**config.mk**
```make
export PLATFORM = sky130hd
export DESIGN_NAME = rtcp_nack_feedback_expander_unit
export DESIGN_NICKNAME = d
export VERILOG_FILES = /design/src/rtl/core/rnfe_pkg.sv /design/src/rtl/core/rnfe_parser.sv /design/src/rtl/core/rnfe_expander.sv /design/src/rtl/core/rtcp_nack_feedback_expander_unit.sv
export SDC_FILE = /design/constraint.sdc
export NUM_CORES = 1
export LEC_CHECK = 0
export ABC_AREA = 0
export CAP_MARGIN = 20
export CORE_MARGIN = 2
export CORE_UTILIZATION = 56
export CTS_BUF_LIST = sky130_fd_sc_hd__clkbuf_16
export CTS_CLUSTER_SIZE = 8
export DETAILED_ROUTE_END_ITERATION = 10
export DONT_BUFFER_PORTS = 1
export PLACE_DENSITY = 0.71
export SKIP_LAST_GASP = 1
export SYNTH_ARGS = -nofsm -noshare
export SYNTH_HDL_FRONTEND = slang
export SYNTH_HIERARCHICAL = 1
export SYNTH_SLANG_ARGS = --single-unit
```
**constraint.sdc**
```tcl
create_clock -name clk -period 11 [get_ports clk]
set_input_delay 0 -clock clk [delete_from_list [all_inputs] [get_ports clk]]
set_output_delay 0 -clock clk [all_outputs]
set_load 0.01 [all_outputs]
```
**src/rtl/core/rnfe_pkg.sv**
```systemverilog
// Package for the RTCP NACK feedback expander.
// Holds the feedback type codes, the entry limit and the request type
// passed from the header walker to the expander. No dependencies.
package rnfe_pkg;

	// Generic NACK: transport feedback packet type and format.
	localparam logic [7:0] NACK_PT  = 8'd205;
	localparam logic [4:0] NACK_FMT = 5'd1;
	localparam logic [1:0] HDR_VERSION = 2'd2;

	// First FCI word sits at this word offset in a feedback packet.
	localparam logic [15:0] FCI_START = 16'd3;

	// Maximum FCI words expanded per sub-packet is MAX_NACK_ENTRIES + 1.
	localparam int MAX_NACK_ENTRIES = 64;
	localparam int FCI_LIMIT        = MAX_NACK_ENTRIES + 1;
	localparam int FCI_CNT_W        = $clog2(FCI_LIMIT + 1);

	localparam int SEQ_W  = 16;
	localparam int MASK_W = 16;
	localparam int IDX_W  = $clog2(MASK_W);

	// One FCI word to be expanded into lost sequence numbers.
	typedef struct packed {
		logic              expand;
		logic [SEQ_W-1:0]  pid;
		logic [MASK_W-1:0] mask;
		logic              vid;
	} nack_req_t;

endpackage

```
**src/rtl/core/rnfe_parser.sv**
```systemverilog
// Header walker for the RTCP NACK feedback expander.
// Tracks datagram and sub-packet position and flags FCI words to expand.
// Depends on rnfe_pkg.
module rnfe_parser import rnfe_pkg::*; (
	input  logic        clk,
	input  logic        arst_n,
	input  logic        word_fire,
	input  logic [31:0] packet_word,
	input  logic        last_word,
	input  logic        is_video,
	output nack_req_t   req
);

	logic                 first_q;
	logic                 ignored_q;
	logic [15:0]          offset_q;
	logic [15:0]          length_q;
	logic                 is_nack_q;
	logic [FCI_CNT_W-1:0] fci_cnt_q;

	logic                 ignored_eff;
	logic [15:0]          offset_eff;
	logic                 ignored_nxt;
	logic [15:0]          offset_nxt;
	logic [15:0]          length_nxt;
	logic                 is_nack_nxt;
	logic [FCI_CNT_W-1:0] fci_cnt_nxt;
	logic                 expand;

	// Decode the word against the current walk position.
	always_comb begin
		ignored_eff = ignored_q | (first_q & (packet_word[31:30] != HDR_VERSION));
		offset_eff  = first_q ? 16'd0 : offset_q;
		ignored_nxt = ignored_eff;
		offset_nxt  = offset_eff;
		length_nxt  = length_q;
		is_nack_nxt = is_nack_q;
		fci_cnt_nxt = fci_cnt_q;
		expand      = 1'b0;
		if (!ignored_eff) begin
			if (offset_eff == 16'd0) begin
				length_nxt  = packet_word[15:0];
				is_nack_nxt = (packet_word[23:16] == NACK_PT) &&
					(packet_word[28:24] == NACK_FMT);
				fci_cnt_nxt = '0;
				if (packet_word[15:0] == 16'd0) begin
					ignored_nxt = 1'b1;
				end else begin
					offset_nxt = 16'd1;
				end
			end else begin
				if (is_nack_q && (offset_eff >= FCI_START) &&
						(fci_cnt_q < FCI_CNT_W'(FCI_LIMIT))) begin
					expand      = 1'b1;
					fci_cnt_nxt = fci_cnt_q + 1'b1;
				end
				if (offset_eff >= length_q) begin
					offset_nxt = 16'd0;
				end else begin
					offset_nxt = offset_eff + 16'd1;
				end
			end
		end
	end

	assign req.expand = expand;
	assign req.pid    = packet_word[31:16];
	assign req.mask   = packet_word[15:0];
	assign req.vid    = is_video;

	// Walk state; the last word of a datagram returns everything to reset.
	always_ff @(posedge clk or negedge arst_n) begin
		if (!arst_n) begin
			first_q   <= 1'b1;
			ignored_q <= 1'b0;
			offset_q  <= '0;
			length_q  <= '0;
			is_nack_q <= 1'b0;
			fci_cnt_q <= '0;
		end else if (word_fire) begin
			if (last_word) begin
				first_q   <= 1'b1;
				ignored_q <= 1'b0;
				offset_q  <= '0;
				length_q  <= '0;
				is_nack_q <= 1'b0;
				fci_cnt_q <= '0;
			end else begin
				first_q   <= 1'b0;
				ignored_q <= ignored_nxt;
				offset_q  <= offset_nxt;
				length_q  <= length_nxt;
				is_nack_q <= is_nack_nxt;
				fci_cnt_q <= fci_cnt_nxt;
			end
		end
	end

endmodule

```
**src/rtl/core/rnfe_expander.sv**
```systemverilog
// Expander for the RTCP NACK feedback expander. Depends on rnfe_pkg.
// Holds one FCI word and emits its packet id and one number per set mask
// bit, one per cycle unless the output stalls, into an output register.
module rnfe_expander import rnfe_pkg::*; (
	input  logic             clk,
	input  logic             arst_n,
	input  logic             load,
	input  nack_req_t        req,
	output logic             can_load,
	output logic             out_valid,
	input  logic             out_ready,
	output logic [SEQ_W-1:0] lost_seq,
	output logic             seq_is_video,
	output logic             run_end
);

	logic              busy_q;
	logic              head_q;
	logic [SEQ_W-1:0]  pid_q;
	logic [MASK_W-1:0] mask_q;
	logic              vid_q;

	logic              out_valid_q;
	logic [SEQ_W-1:0]  seq_q;
	logic              vid_out_q;
	logic              end_q;

	logic              emit;
	logic [IDX_W-1:0]  low_idx;
	logic [MASK_W-1:0] mask_left;
	logic [SEQ_W-1:0]  seq_val;
	logic              last_val;

	// Lowest set bit of the remaining mask.
	always_comb begin
		low_idx = '0;
		for (int i = MASK_W - 1; i >= 0; i--) begin
			if (mask_q[i]) begin
				low_idx = IDX_W'(i);
			end
		end
	end

	// Next number: the packet id first, then pid + i + 1 per set bit.
	always_comb begin
		if (head_q) begin
			mask_left = mask_q;
			seq_val   = pid_q;
		end else begin
			mask_left = mask_q & (mask_q - 1'b1);
			seq_val   = pid_q + SEQ_W'(low_idx) + SEQ_W'(1);
		end
		last_val = (mask_left == '0);
	end

	assign emit     = busy_q && (!out_valid_q || out_ready);
	assign can_load = !busy_q || (emit && last_val);

	// Word being expanded.
	always_ff @(posedge clk or negedge arst_n) begin
		if (!arst_n) begin
			busy_q <= 1'b0;
			head_q <= 1'b0;
		end else if (load) begin
			busy_q <= 1'b1;
			head_q <= 1'b1;
		end else if (emit) begin
			busy_q <= !last_val;
			head_q <= 1'b0;
		end
	end

	always_ff @(posedge clk) begin
		if (load) begin
			pid_q  <= req.pid;
			mask_q <= req.mask;
			vid_q  <= req.vid;
		end else if (emit) begin
			mask_q <= mask_left;
		end
	end

	// Output register.
	always_ff @(posedge clk or negedge arst_n) begin
		if (!arst_n) begin
			out_valid_q <= 1'b0;
		end else if (emit) begin
			out_valid_q <= 1'b1;
		end else if (out_ready) begin
			out_valid_q <= 1'b0;
		end
	end

	always_ff @(posedge clk) begin
		if (emit) begin
			seq_q     <= seq_val;
			vid_out_q <= vid_q;
			end_q     <= last_val;
		end
	end

	assign out_valid    = out_valid_q;
	assign lost_seq     = seq_q;
	assign seq_is_video = vid_out_q;
	assign run_end      = end_q;

endmodule

```
**src/rtl/core/rtcp_nack_feedback_expander_unit.sv**
```systemverilog
// Top level of the RTCP NACK feedback expander.
// Takes compound RTCP datagrams word by word and reports lost sequence numbers.
// Depends on rnfe_pkg, rnfe_parser and rnfe_expander.
//
// Input channel: one request per 32-bit datagram word (packet_word, big-endian
// value), with last_word on the final word and is_video for the stream kind.
// Output channel: one request per lost sequence number, with the stream kind
// and run_end on the last number produced by a given input word.
// Header walking happens as a word is accepted, so words that produce no
// numbers are taken one per cycle while the expander is idle. An FCI word of
// a generic NACK produces 1 + popcount(mask) numbers, at most 17; the
// expander emits one per cycle while the output is not stalled and holds
// in_ready low until the last of them leaves the expander.
// An FCI word is loaded into the expander register as it is accepted, and
// each of its numbers then passes through the output register.
// When out_ready is low and the output register is full, it holds and the
// expander stalls, which in turn stalls the input. Reset clears the walk
// state and empties both registers; the next word is taken as the start of
// a datagram.
module rtcp_nack_feedback_expander_unit import rnfe_pkg::*; (
	input  logic             clk,
	input  logic             arst_n,
	input  logic             in_valid,
	output logic             in_ready,
	input  logic [31:0]      packet_word,
	input  logic             last_word,
	input  logic             is_video,
	output logic             out_valid,
	input  logic             out_ready,
	output logic [SEQ_W-1:0] lost_seq,
	output logic             seq_is_video,
	output logic             run_end
);

	nack_req_t req;
	logic      can_load;
	logic      word_fire;

	assign in_ready  = can_load;
	assign word_fire = in_valid && can_load;

	// Datagram and sub-packet header walk.
	rnfe_parser u_parser (
		.clk         (clk),
		.arst_n      (arst_n),
		.word_fire   (word_fire),
		.packet_word (packet_word),
		.last_word   (last_word),
		.is_video    (is_video),
		.req         (req)
	);

	// Mask expansion and output register.
	rnfe_expander u_expander (
		.clk          (clk),
		.arst_n       (arst_n),
		.load         (word_fire && req.expand),
		.req          (req),
		.can_load     (can_load),
		.out_valid    (out_valid),
		.out_ready    (out_ready),
		.lost_seq     (lost_seq),
		.seq_is_video (seq_is_video),
		.run_end      (run_end)
	);

endmodule

```
==> results.md <==
- Status: completed
- RSZ-0062 raised after global routing: false
- Max-slew violation count: 0
- Maximum vdd drop: 0.0729 mV
- Top_reg_cell synth: edfxtp_1
- Post-synth cell types: 66
- Cts hold-fix bufs: 37
- Synth top area share: 0.267
- Post-synth net total: 634
- DRT iter0 DRCs: 318
- Crit end category: flip-flop
- Final Util: 0.631
- Max_slew headroom: 0.433
- Area Overhead vs Synth: 8.65%
- Post-synthesis sequential area ratio: 0.464
- Filler Cells Inserted: 753
- Starting Density: 0.580
- Longest Clk Path Bufs: 2
- Vias per std cell: 5.94
- IO Pins: 58
- Final setup violation count: 0
- Routed vias: 4209
- Share of post-route cells with drive strength above 1: 0.0625
- Die Width: 105 um
- Kind of critical path: flip-flop to flip-flop
- Top cells by count, synth: nand2_1, edfxtp_1, dfrtp_1, inv_1, nor2_1
- FP Rows: 36
- Vias in the first global route: 4109
- Bufs and invs on worst path: 0
- Layout Skew: 0.00829 ns
- Ys Warns: 6
- Post-synth EDFFs: 51
- Antenna violations before repair: 0
- Mean post-synth cell area: 9.96 sq um
- Final GP Congestion: 0.922
- Post-synth top area cell: edfxtp_1
- Power Dens Cells: 136 nW/um^2
- Largest net degree at the start of global routing: 52
- Remaining antenna violation count: 0
- Startpoint Class: flip-flop
- Ys async rst share: 0.469
- Slowest Stage Delay on Critical Path: 0.79 ns
- Maximum clock rate: 234 MHz
- Slew at the pin with the worst max-slew slack: 0.851 ns
- Critical Path AT: 4.25 ns
- Number of setup buffers added after CTS: 0
- TNS Setup: 0 ns
- Fin. Hold Viols: 0
- Core area: 9860 sq um
- Total CTS buffers: 9
- Worst-Skew Late Latency: 0.34 ns
- Clock tree from TritonCTS: yes
- Slowest CP cell: and3_2
- Reg2Reg Depth: 8
- Clock Sinks: 96
- Worst EP required: 10.98 ns
- Routed WL: 12500 um
- Grt total ovfl: 0
- Synth top area cells: edfxtp_1, dfrtp_1, buf_4
- Min Tclk post-route: 4.27 ns
- Antenna diode count: 0
- Area of the mapped netlist: 5730 sq um
- Fin nets: 630
- CP max FO: 51
- Final period util: 0.388
- Total stage count of the critical path: 8
- Hold depth: 3
- Post-Place Setup Slack: 6.80 ns
- H-tree depth: 3
- Total of max-cap violations: 0
- Cell family with most CP delay: simple AND/OR/NAND/NOR gates
- Die H: 105 um
- Post-CTS resize count: 0
- Clock root cell: clkbuf_16
- Count leader, synth: nand2_1
- GRT Util Overall: 0.232
- Worst-path cell chain: nor4_1 -> nand3_1 -> o31a_1 -> nor4_2 -> nand4_1 -> nand2_1 -> and3_2 -> nand2b_1
- Die ar.: 11000 sq um
- Synthesis-stage register bit count: 96
- First-pass GRT wire length: 20400 um
- Clock transition at the registers of the reported paths: 0.07 ns
- Post-DP HPWL: 9040 um
- TritonRoute pass-1 iters: 5
- IO buf count: 0
- DR DRC count: 0
- Setup WS post-layout: 6.73 ns
- Hold/Removal Path Class: input port to flip-flop
- Routed len/inst: 17.6 um
- Cells after synthesis: 575
- Leakage: 2.37 nW
[flip-flops by register name, summed over array words and instances (netlist names), 7 cells and up]
| signal | flops |
|---|---|
| u_parser/length_q | 16 |
| u_parser/offset_q | 16 |
| u_expander/pid_q | 16 |
| u_parser/fci_cnt_q | 7 |
| u_expander/lost_seq | 16 |
| u_expander/mask_q | 16 |
[layout make-up]
cell class                      instances  area, sq um  area share
Timing Repair Buffer                   38          395      0.0636
Clock inverter                          7         66.3      0.0107
Inverter                               42          158      0.0253
Clock buffer                            9          225      0.0362
Tap cell                              133          166      0.0267
Sequential cell                        96         2660       0.427
Multi-Input combinational cell        384         2550       0.410
[final timing paths]
path                       slack, ns                                end                            from
max                             6.73    u_expander/mask_q[10]$_DFFE_PP_  u_expander/mask_q[6]$_DFFE_PP_
min                             0.08       u_parser/first_q$_DFFE_PN1P_                        in_valid
max reg2reg                     6.73    u_expander/mask_q[10]$_DFFE_PP_  u_expander/mask_q[6]$_DFFE_PP_
min reg2reg                     0.43  u_expander/seq_is_video$_DFFE_PP_      u_expander/vid_q$_DFFE_PP_
max in group asynchronous      10.58       u_parser/first_q$_DFFE_PN1P_                          arst_n
min in group asynchronous       0.15   u_parser/offset_q[5]$_DFFE_PN0P_                          arst_n
[cell families after synthesis]
family,count (synthesis),synth area share
AO/OA/AOI/OAI,116,0.139
buffers and inverters,95,0.0907
flip-flops,96,0.464
XOR/XNOR,19,0.0291
AND/OR/NAND/NOR,204,0.186
multiplexers,23,0.0411
adder cells (fa/ha/maj),22,0.0490
[report_power, final]
part	internal, W	switching (W)	total [W]
Sequential	0.000405	0.0000200	0.000425
Clock	0.000160	0.000146	0.000306
Combinational	0.0000470	0.0000683	0.000115
[tightest hold or removal path, delay by kind of cell]
kind,cells,cell delay (ns)
AOI/OAI and AO/OA,1,0.09
and+or+nand+nor,2,0.32
[per-stage QoR]
stage	area (sq um)	instances	hold slack (ns)	total power, W
after floorplan	5730	575	-0.296	0.000514
after global placement	5540	656	-0.294	0.000523
after detailed placement	5540	656	-0.294	0.000528
after CTS	6220	709	0.0686	0.000852
after global routing	6220	709	0.0848	0.000884
final	6220	709	0.0771	0.000846
[layout by cell type, fill, tap and decap left out, types with 5 or more instances in the layout]
cell type      count
nor2b_1           10
nor4_1            13
xnor2_1           12
clkbuf_16          9
inv_1             42
nand3_1            8
nand2b_1          26
ha_1              20
nand2_1           58
o31ai_1            9
nor3_1             6
and2_1             5
nor2_1            40
dlygate4sd3_1     36
a31oi_1            5
o21ai_0           37
edfxtp_1          51
a21oi_1           19
mux2i_1           19
dfrtp_1           44
nand4_1           10
xor2_1             7
o21a_1             5
[layer usage]
metal | wire length (um) | GRT usage
met1 | 5590 | 0.318
met2 | 6020 | 0.372
met3 | 690 | 0.0443
met4 | 182 | 0.0733
met5 | 0 | 0
(Power assumes the default switching activity.)
